[src/sv/nkc_pkg.sv]
// Package for the next-k-combination engine: sizes, codes and sequencer states.
// No dependencies; used by next_k_combination_engine and nkc_checker.
package nkc_pkg;

  localparam int MAX_ELEMENTS = 16;
  localparam int AW = $clog2(MAX_ELEMENTS);      // element address width
  localparam int CW = $clog2(MAX_ELEMENTS + 1);  // count / bound width
  localparam int DW = 8;                         // element width
  localparam int CFG_IW = 1;                     // config index width
  localparam int CFG_DW = 5;                     // config data width

  // Request operations
  localparam logic OP_LOAD    = 1'b0;
  localparam logic OP_ADVANCE = 1'b1;

  // Configuration register indexes
  localparam logic [CFG_IW-1:0] REG_ELEMENT_COUNT = 1'd0;
  localparam logic [CFG_IW-1:0] REG_SUBSET_SIZE   = 1'd1;

  typedef enum logic [3:0] {
    ST_IDLE,
    ST_START,
    ST_SCAN_RD,
    ST_SCAN_CMP,
    ST_FWD_RD,
    ST_FWD_CMP,
    ST_BLOCK_CHK,
    ST_EXCH,
    ST_REV_SET,
    ST_REV,
    ST_SWP_RD,
    ST_SWP_WA,
    ST_SWP_WB,
    ST_EMIT_RD,
    ST_EMIT_PUT
  } state_t;

endpackage

[src/sv/next_k_combination_engine.sv]
// Next-k-combination engine: element store, swap/compare sequencer, result register.
// Depends on nkc_pkg.
//
//  channel | handshake           | payload
//  --------+---------------------+-------------------------------------------
//  input   | in_valid / in_stall | operation, index, value
//  output  | out_valid/out_stall | position, element, in_subset, advanced, last
//  config  | cfg_valid/cfg_ready | cfg_index, cfg_data
//
// A load writes the element store directly from idle. An advance with an empty array
// returns to idle; with an empty or full subset it emits the n results directly,
// else it runs the backward scan and forward search, the partner swap and, when the
// block exchange runs, the exchange and reversal swaps, then emits. The single
// read/compare path and the one write port of the element store set its length.
// Results leave at one per cycle while out_stall is low. rst resets the sequencer
// and output valid, sets the element count to 16 and subset size to 0; the element
// store holds nothing defined until loaded. in_stall is high while an advance runs.
module next_k_combination_engine
  import nkc_pkg::*;
(
  input  logic              clk,
  input  logic              rst,
  // input requests
  input  logic              in_valid,
  output logic              in_stall,
  input  logic              operation,
  input  logic [3:0]        index,
  input  logic [DW-1:0]     value,
  // results
  output logic              out_valid,
  input  logic              out_stall,
  output logic [3:0]        position,
  output logic [DW-1:0]     element,
  output logic              in_subset,
  output logic              advanced,
  output logic              last,
  // configuration writes
  input  logic              cfg_valid,
  output logic              cfg_ready,
  input  logic [CFG_IW-1:0] cfg_index,
  input  logic [CFG_DW-1:0] cfg_data
);

  // Configuration registers
  logic [CFG_DW-1:0] element_count;
  logic [CFG_DW-1:0] subset_size;

  assign cfg_ready = 1'b1;

  always_ff @(posedge clk) begin
    if (rst) begin
      element_count <= CFG_DW'(16);
      subset_size   <= '0;
    end else if (cfg_valid && cfg_ready) begin
      case (cfg_index)
        REG_ELEMENT_COUNT: element_count <= cfg_data;
        REG_SUBSET_SIZE:   subset_size   <= cfg_data;
        default: ;
      endcase
    end
  end

  // Element store: one write port, two registered read ports
  logic [DW-1:0] elem_mem [MAX_ELEMENTS];
  logic          we;
  logic [AW-1:0] wa, ra, rb;
  logic [DW-1:0] wd, qa, qb;

  always_ff @(posedge clk) begin
    if (we) begin
      elem_mem[wa] <= wd;
    end
    qa <= elem_mem[ra];
    qb <= elem_mem[rb];
  end

  // Sequencer registers
  state_t        state, state_next;
  state_t        ret, ret_next;
  logic [CW-1:0] n, n_next;
  logic [CW-1:0] k, k_next;
  logic [CW-1:0] back, back_next;
  logic [CW-1:0] fwd, fwd_next;
  logic [CW-1:0] lo, lo_next;
  logic [CW-1:0] mark, mark_next;
  logic [CW-1:0] rlo, rlo_next;
  logic [CW-1:0] rhi, rhi_next;
  logic [CW-1:0] pos, pos_next;
  logic [AW-1:0] sa, sa_next;
  logic [AW-1:0] sb, sb_next;
  logic [1:0]    rph, rph_next;
  logic          adv, adv_next;

  // Output register
  logic          out_valid_next;
  logic [3:0]    position_next;
  logic [DW-1:0] element_next;
  logic          in_subset_next, advanced_next, last_next;

  // Helpers
  logic [CW-1:0] tail;
  logic [CW-1:0] pos_inc;
  logic [CW-1:0] n_cap;
  logic [CW-1:0] k_cap;
  logic          in_take;
  logic          out_free;
  logic          gt;

  assign tail     = n - CW'(1);
  assign pos_inc  = pos + CW'(1);
  assign n_cap    = (CW'(element_count) > CW'(MAX_ELEMENTS)) ? CW'(MAX_ELEMENTS)
                                                             : CW'(element_count);
  assign k_cap    = (CW'(subset_size) > n_cap) ? n_cap : CW'(subset_size);
  assign in_stall = (state != ST_IDLE);
  assign in_take  = in_valid && !in_stall;
  assign out_free = !out_valid || !out_stall;
  assign gt       = (qa > qb);

  always_ff @(posedge clk) begin
    if (rst) begin
      state     <= ST_IDLE;
      ret       <= ST_IDLE;
      out_valid <= 1'b0;
    end else begin
      state     <= state_next;
      ret       <= ret_next;
      out_valid <= out_valid_next;
    end
  end

  always_ff @(posedge clk) begin
    n         <= n_next;
    k         <= k_next;
    back      <= back_next;
    fwd       <= fwd_next;
    lo        <= lo_next;
    mark      <= mark_next;
    rlo       <= rlo_next;
    rhi       <= rhi_next;
    pos       <= pos_next;
    sa        <= sa_next;
    sb        <= sb_next;
    rph       <= rph_next;
    adv       <= adv_next;
    position  <= position_next;
    element   <= element_next;
    in_subset <= in_subset_next;
    advanced  <= advanced_next;
    last      <= last_next;
  end

  // Next state, store access and result loading
  always_comb begin
    state_next     = state;
    ret_next       = ret;
    n_next         = n;
    k_next         = k;
    back_next      = back;
    fwd_next       = fwd;
    lo_next        = lo;
    mark_next      = mark;
    rlo_next       = rlo;
    rhi_next       = rhi;
    pos_next       = pos;
    sa_next        = sa;
    sb_next        = sb;
    rph_next       = rph;
    adv_next       = adv;
    position_next  = position;
    element_next   = element;
    in_subset_next = in_subset;
    advanced_next  = advanced;
    last_next      = last;
    out_valid_next = out_valid && out_stall;
    we             = 1'b0;
    wa             = '0;
    wd             = value;
    ra             = '0;
    rb             = '0;

    case (state)
      ST_IDLE: begin
        if (in_take) begin
          if (operation == OP_LOAD) begin
            we = (CW'(index) < CW'(MAX_ELEMENTS));
            wa = AW'(index);
            wd = value;
          end else begin
            n_next     = n_cap;
            k_next     = k_cap;
            state_next = ST_START;
          end
        end
      end

      ST_START: begin
        back_next = k - CW'(1);
        fwd_next  = k;
        lo_next   = '0;
        pos_next  = '0;
        adv_next  = 1'b0;
        if (n == '0) begin
          state_next = ST_IDLE;
        end else if (k == '0 || k == n) begin
          state_next = ST_EMIT_RD;
        end else begin
          state_next = ST_SCAN_RD;
        end
      end

      // Backward scan for the last subset entry not above the tail
      ST_SCAN_RD: begin
        ra         = back[AW-1:0];
        rb         = tail[AW-1:0];
        state_next = ST_SCAN_CMP;
      end

      ST_SCAN_CMP: begin
        if (back != '0 && gt) begin
          back_next  = back - CW'(1);
          state_next = ST_SCAN_RD;
        end else if (back == '0 && gt) begin
          adv_next   = 1'b0;
          state_next = ST_BLOCK_CHK;
        end else begin
          adv_next   = 1'b1;
          state_next = ST_FWD_RD;
        end
      end

      // Forward search in the complement for the swap partner
      ST_FWD_RD: begin
        ra         = back[AW-1:0];
        rb         = fwd[AW-1:0];
        state_next = ST_FWD_CMP;
      end

      ST_FWD_CMP: begin
        if (fwd != tail && gt) begin
          fwd_next   = fwd + CW'(1);
          state_next = ST_FWD_RD;
        end else begin
          sa_next    = back[AW-1:0];
          sb_next    = fwd[AW-1:0];
          lo_next    = back + CW'(1);
          fwd_next   = fwd + CW'(1);
          ret_next   = ST_BLOCK_CHK;
          state_next = ST_SWP_RD;
        end
      end

      ST_BLOCK_CHK: begin
        if (lo != k && fwd != n) begin
          mark_next  = fwd;
          back_next  = k;
          state_next = ST_EXCH;
        end else begin
          pos_next   = '0;
          state_next = ST_EMIT_RD;
        end
      end

      // Block exchange between subset tail and complement
      ST_EXCH: begin
        if (back != lo && fwd != n) begin
          sa_next    = AW'(back - CW'(1));
          sb_next    = fwd[AW-1:0];
          back_next  = back - CW'(1);
          fwd_next   = fwd + CW'(1);
          ret_next   = ST_EXCH;
          state_next = ST_SWP_RD;
        end else begin
          rph_next   = 2'd0;
          state_next = ST_REV_SET;
        end
      end

      // Four reversals: [lo,back) [lo,k) [fwd,n) [mark,n)
      ST_REV_SET: begin
        case (rph)
          2'd0:    begin rlo_next = lo;   rhi_next = back; end
          2'd1:    begin rlo_next = lo;   rhi_next = k;    end
          2'd2:    begin rlo_next = fwd;  rhi_next = n;    end
          default: begin rlo_next = mark; rhi_next = n;    end
        endcase
        state_next = ST_REV;
      end

      ST_REV: begin
        if (rlo + CW'(1) < rhi) begin
          sa_next    = rlo[AW-1:0];
          sb_next    = AW'(rhi - CW'(1));
          rlo_next   = rlo + CW'(1);
          rhi_next   = rhi - CW'(1);
          ret_next   = ST_REV;
          state_next = ST_SWP_RD;
        end else if (rph == 2'd3) begin
          pos_next   = '0;
          state_next = ST_EMIT_RD;
        end else begin
          rph_next   = rph + 2'd1;
          state_next = ST_REV_SET;
        end
      end

      // Swap subroutine: read both, write each with the other
      ST_SWP_RD: begin
        ra         = sa;
        rb         = sb;
        state_next = ST_SWP_WA;
      end

      // keep reading sa so qa still holds its old value for the second write
      ST_SWP_WA: begin
        ra         = sa;
        we         = 1'b1;
        wa         = sa;
        wd         = qb;
        state_next = ST_SWP_WB;
      end

      ST_SWP_WB: begin
        we         = 1'b1;
        wa         = sb;
        wd         = qa;
        state_next = ret;
      end

      // Emit every position, one per cycle while the sink takes them
      ST_EMIT_RD: begin
        ra         = pos[AW-1:0];
        state_next = ST_EMIT_PUT;
      end

      ST_EMIT_PUT: begin
        ra = pos[AW-1:0];
        if (out_free) begin
          ra             = pos_inc[AW-1:0];
          out_valid_next = 1'b1;
          position_next  = 4'(pos);
          element_next   = qa;
          in_subset_next = (pos < k);
          advanced_next  = adv;
          last_next      = (pos_inc == n);
          pos_next       = pos_inc;
          if (pos_inc == n) begin
            state_next = ST_IDLE;
          end
        end
      end

      default: begin
        state_next = ST_IDLE;
      end
    endcase
  end

endmodule

[config.mk]
export PLATFORM = sky130hd
export DESIGN_NAME = next_k_combination_engine
export DESIGN_NICKNAME = d
export VERILOG_FILES = /design/src/sv/nkc_pkg.sv /design/src/sv/next_k_combination_engine.sv
export SDC_FILE = /design/constraint.sdc
export NUM_CORES = 1
export LEC_CHECK = 0
export BUFFER_PORTS_ARGS = -buffer_cell sky130_fd_sc_hd__buf_2
export CAP_MARGIN = 20
export CELL_PAD_IN_SITES_DETAIL_PLACEMENT = 0
export CELL_PAD_IN_SITES_GLOBAL_PLACEMENT = 2
export CORE_MARGIN = 4
export CORE_UTILIZATION = 38
export DETAILED_ROUTE_END_ITERATION = 10
export PLACE_DENSITY_LB_ADDON = 0.08
export SYNTH_ARGS = -nofsm -noshare
export SYNTH_HDL_FRONTEND = slang
export SYNTH_SLANG_ARGS = --single-unit
[constraint.sdc]
create_clock -name clk -period 2.7 [get_ports clk]
set_input_delay 0.405 -clock clk [delete_from_list [all_inputs] [get_ports clk]]
set_output_delay 0.405 -clock clk [all_outputs]
set_load 0.01 [all_outputs]
==> results.sh <==
export IMPL_status="completed"
export IMPL_die_x_um=192
export IMPL_critPathMaxFanout=10
export IMPL_core_mm2=0.0334
export IMPL_insertion_delay_ns=0.57
export IMPL_std_cell_rows=67
export IMPL_final_cell_count_no_fill=1806
export IMPL_final_max_slew_viol_count=0
export IMPL_synthTopCellsByCount="edfxtp_1, nand2_1, o21ai_0, nand3_1, inv_1"
export IMPL_busiest_layer="met1"
export IMPL_drive_above_1_share=0.183
export IMPL_p_leak_nw=5.63
export IMPL_post_route_min_period_ns=2.61
export IMPL_relSlewSlack=0.398
export IMPL_syn_area_per_cell_um2=10.3
export IMPL_ios=42
export IMPL_startpoint_type="flop"
export IMPL_synth_ff_type="edfxtp_1"
export IMPL_place_inst=1751
export IMPL_cts_root_buf="clkbuf_16"
export IMPL_cts_tree="yes"
export IMPL_irDropWorstVdd_uv=568
export IMPL_synth_seq_cells=233
export IMPL_worstSetupPathType="flop to flop"
export IMPL_arrival_ns=2.88
export IMPL_grt_use_total=0.245
export IMPL_htreeDepth=1
export IMPL_cpMostUsedCell="buf_4"
export IMPL_overflow=0
export IMPL_start_util=0.384
export IMPL_grt_pass1_wl_um=67600
export IMPL_crit_required_ns=2.97
export IMPL_drv_cap=0
export IMPL_p_clk_frac=0.308
export IMPL_timing_setup_tns_ns=0
export IMPL_vias_per_cell=5.79
export IMPL_ys_async_sr_fraction=0
export IMPL_powerDensity_mw_per_mm2=811
export IMPL_power_share_switching=0.360
export IMPL_setup_viol=0
export IMPL_worst_pin_slew_ns=0.899
export IMPL_worstSetupStartpoint="state[2]$_SDFFE_PP0P_"
export IMPL_drt_iter0_markers=1157
export IMPL_reg2reg_depth=7
export IMPL_hold_start="cfg_data[2]"
export IMPL_nFillCells=3225
export IMPL_synth_area_leaders="edfxtp_1, dfxtp_1, o21ai_0, ha_1, nand2_1"
export IMPL_slowest_stage="or3b_4"
export IMPL_post_synth_top_count_cell="edfxtp_1"
export IMPL_first_pass_iters=8
export IMPL_path_cells="buf_4, or4_4, or3b_4, o21ai_4, nand2b_1, nor2_1, buf_4"
export IMPL_vias=10500
export IMPL_grt_antenna_before_repair=0
export IMPL_met3_usage=0.0609
export IMPL_n_antenna_cell=0
export IMPL_drc=0
export IMPL_r2r_start="state[2]$_SDFFE_PP0P_"
export IMPL_wirelength_um=45400
export IMPL_nNetsFinal=1394
export IMPL_drtAntennaViolNets=0
export IMPL_numCtsBuffers=29
export IMPL_grt_max_degree=69
export IMPL_cts_hold_buf=0
export IMPL_clockBufferDepth=3
export IMPL_area_growth_pct=18.0
export IMPL_yosysWarnings=0
export IMPL_die_h_um=192
export IMPL_total_power_w=0.0123
export IMPL_final_util=0.453
export IMPL_hold_viol=0
export IMPL_r2r_slack_ns=0.09
export IMPL_max_stage_delay_ns=0.50
export IMPL_yosysSeqAreaShare=0.518
export IMPL_dieArea_mm2=0.0368
export IMPL_p_int_w=0.00787
export IMPL_portBuffers=40
export IMPL_rsz0062_at_grt="true"
export IMPL_seqPwrFrac=0.384
export IMPL_first_global_vias=10200
export IMPL_end_kind="flop"
export IMPL_cts_clk_slew_worst_paths_ns=0.06
export IMPL_max_clock_freq_mhz=384
export IMPL_post_route_period_util=0.965
export IMPL_clkSinkCount=233
export IMPL_grt_use_met2=0.343
export IMPL_synth_top_cell_area_share=0.465
export IMPL_syn_inst=1246
export IMPL_synth_area_mm2=0.0128
export IMPL_post_drt_wl_per_cell_um=25.1
export IMPL_hp_class="input port to flop"
export IMPL_syn_nets=1305
export IMPL_synth_edf_count=199
export IMPL_crit_path_end="elem_mem[1][0]$_DFFE_PP_"
export IMPL_r2r_end="elem_mem[1][0]$_DFFE_PP_"
export IMPL_yosys_area_top_type="edfxtp_1"
export IMPL_finClkSkew_ns=0.0190
export IMPL_gp_congestion=0.875
export IMPL_switchingPower_w=0.00442
export IMPL_dp_final_hpwl_um=32500
export IMPL_grt_met1_usage=0.384
export IMPL_combPwrFrac=0.308
export IMPL_synth_cell_types=77
==> logic make-up (layout without fill, tap and decap cells) <==
family / Yosys count / count (layout) / synth area share
AOI/OAI and AO/OA: 363 / 363 / 0.196
xor gates and xnor gates: 52 / 52 / 0.0361
adders and majority gates: 35 / 35 / 0.0341
buffers and inverters: 175 / 287 / 0.0570
DFF: 233 / 233 / 0.518
muxes: 27 / 27 / 0.0224
other: 1 / 1 / 0.000292
and+or+nand+nor: 360 / 360 / 0.135
==> power by group through the flow <==
stage	Sequential, W	Combinational, W	Clock (W)
2_1_floorplan	0.00449	0.00232	0
3_3_place_gp	0.00479	0.00371	0
3_5_place_dp	0.00478	0.00367	0
4_1_cts	0.00470	0.00369	0.00386
5_1_grt	0.00474	0.00406	0.00401
6_report	0.00472	0.00378	0.00378
==> worst min path at each step <==
stage	to	depth (start not counted)	slack, ns
floorplan	advanced$_DFFE_PP_	0	0.40
global placement	advanced$_DFFE_PP_	0	0.44
detailed placement	advanced$_DFFE_PP_	0	0.45
CTS	element_count[2]$_SDFFE_PP0P_	3	0.08
global route	element_count[3]$_SDFFE_PP0P_	3	0.09
finish	element_count[2]$_SDFFE_PP0P_	3	0.1
==> through the flow <==
stage	setup WS, ns	cell area (um2)	hold slack [ns]
detailed placement	-0.0528	14100	0.447
global route	-0.00932	15100	0.0892
finish	0.0937	15100	0.0991
floorplan	0.0498	12800	0.400
global placement	0.0347	14100	0.438
CTS	0.0136	15100	0.0778
==> cell usage in the layout, fill, tap and decap left out, types with 33 or more instances in the layout <==
cell type and instances:
a21oi_1 40, a31oi_1 34, buf_2 40, buf_4 111, dfxtp_1 33, edfxtp_1 199, ha_1 34, inv_1 74
nand2_1 113, nand3_1 79, nor2_1 59, o21ai_0 101, xnor2_1 34
==> state kept, by name, summed over array words and instances (netlist names), 5 cells and up <==
register / cells
k: 5
fwd: 5
n: 5
rlo: 5
lo: 5
mark: 5
rhi: 5
back: 5
qa: 8
elem_mem: 128
qb: 8
pos: 5
element: 8
element_count: 5
subset_size: 5
==> layout make-up <==
class / count / area (um2) / area share
Multi-Input combinational cell: 838 / 5570 / 0.367
Tap cell: 448 / 561 / 0.0370
Sequential cell: 233 / 6660 / 0.439
Clock inverter: 12 / 103 / 0.00677
Timing Repair Buffer: 158 / 1160 / 0.0769
Inverter: 75 / 282 / 0.0186
Clock buffer: 42 / 815 / 0.0538
==> per-layer routing <==
| layer | part of all wire | vias up | routed length (um) |
|---|---|---|---|
| met4 | 0.016 | 0 | 714 |
| met1 | 0.48 | 5120 | 21800 |
| met5 | 0 | - | 0 |
| met3 | 0.097 | 51 | 4410 |
| met2 | 0.41 | 440 | 18500 |
| li1 | - | 4851 | - |
==> worst max-delay path: cells and delay by family, from the launching register on <==
family / cells / cell delay [ns]
AND/OR/NAND/NOR: 4 / 1.34
flip-flops: 1 / 0.36
AO/OA/AOI/OAI: 1 / 0.20
buffers and inverters: 2 / 0.40
==> timing repair <==
| action | in CTS | in global routing |
|---|---|---|
| buffers inserted | 0 | 1 |
| resized for setup | 1 | 18 |
| setup endpoints to repair | 8 | 75 |
| pin swaps | 0 | 2 |
Note: power is estimated with default switching activity, not from simulation.
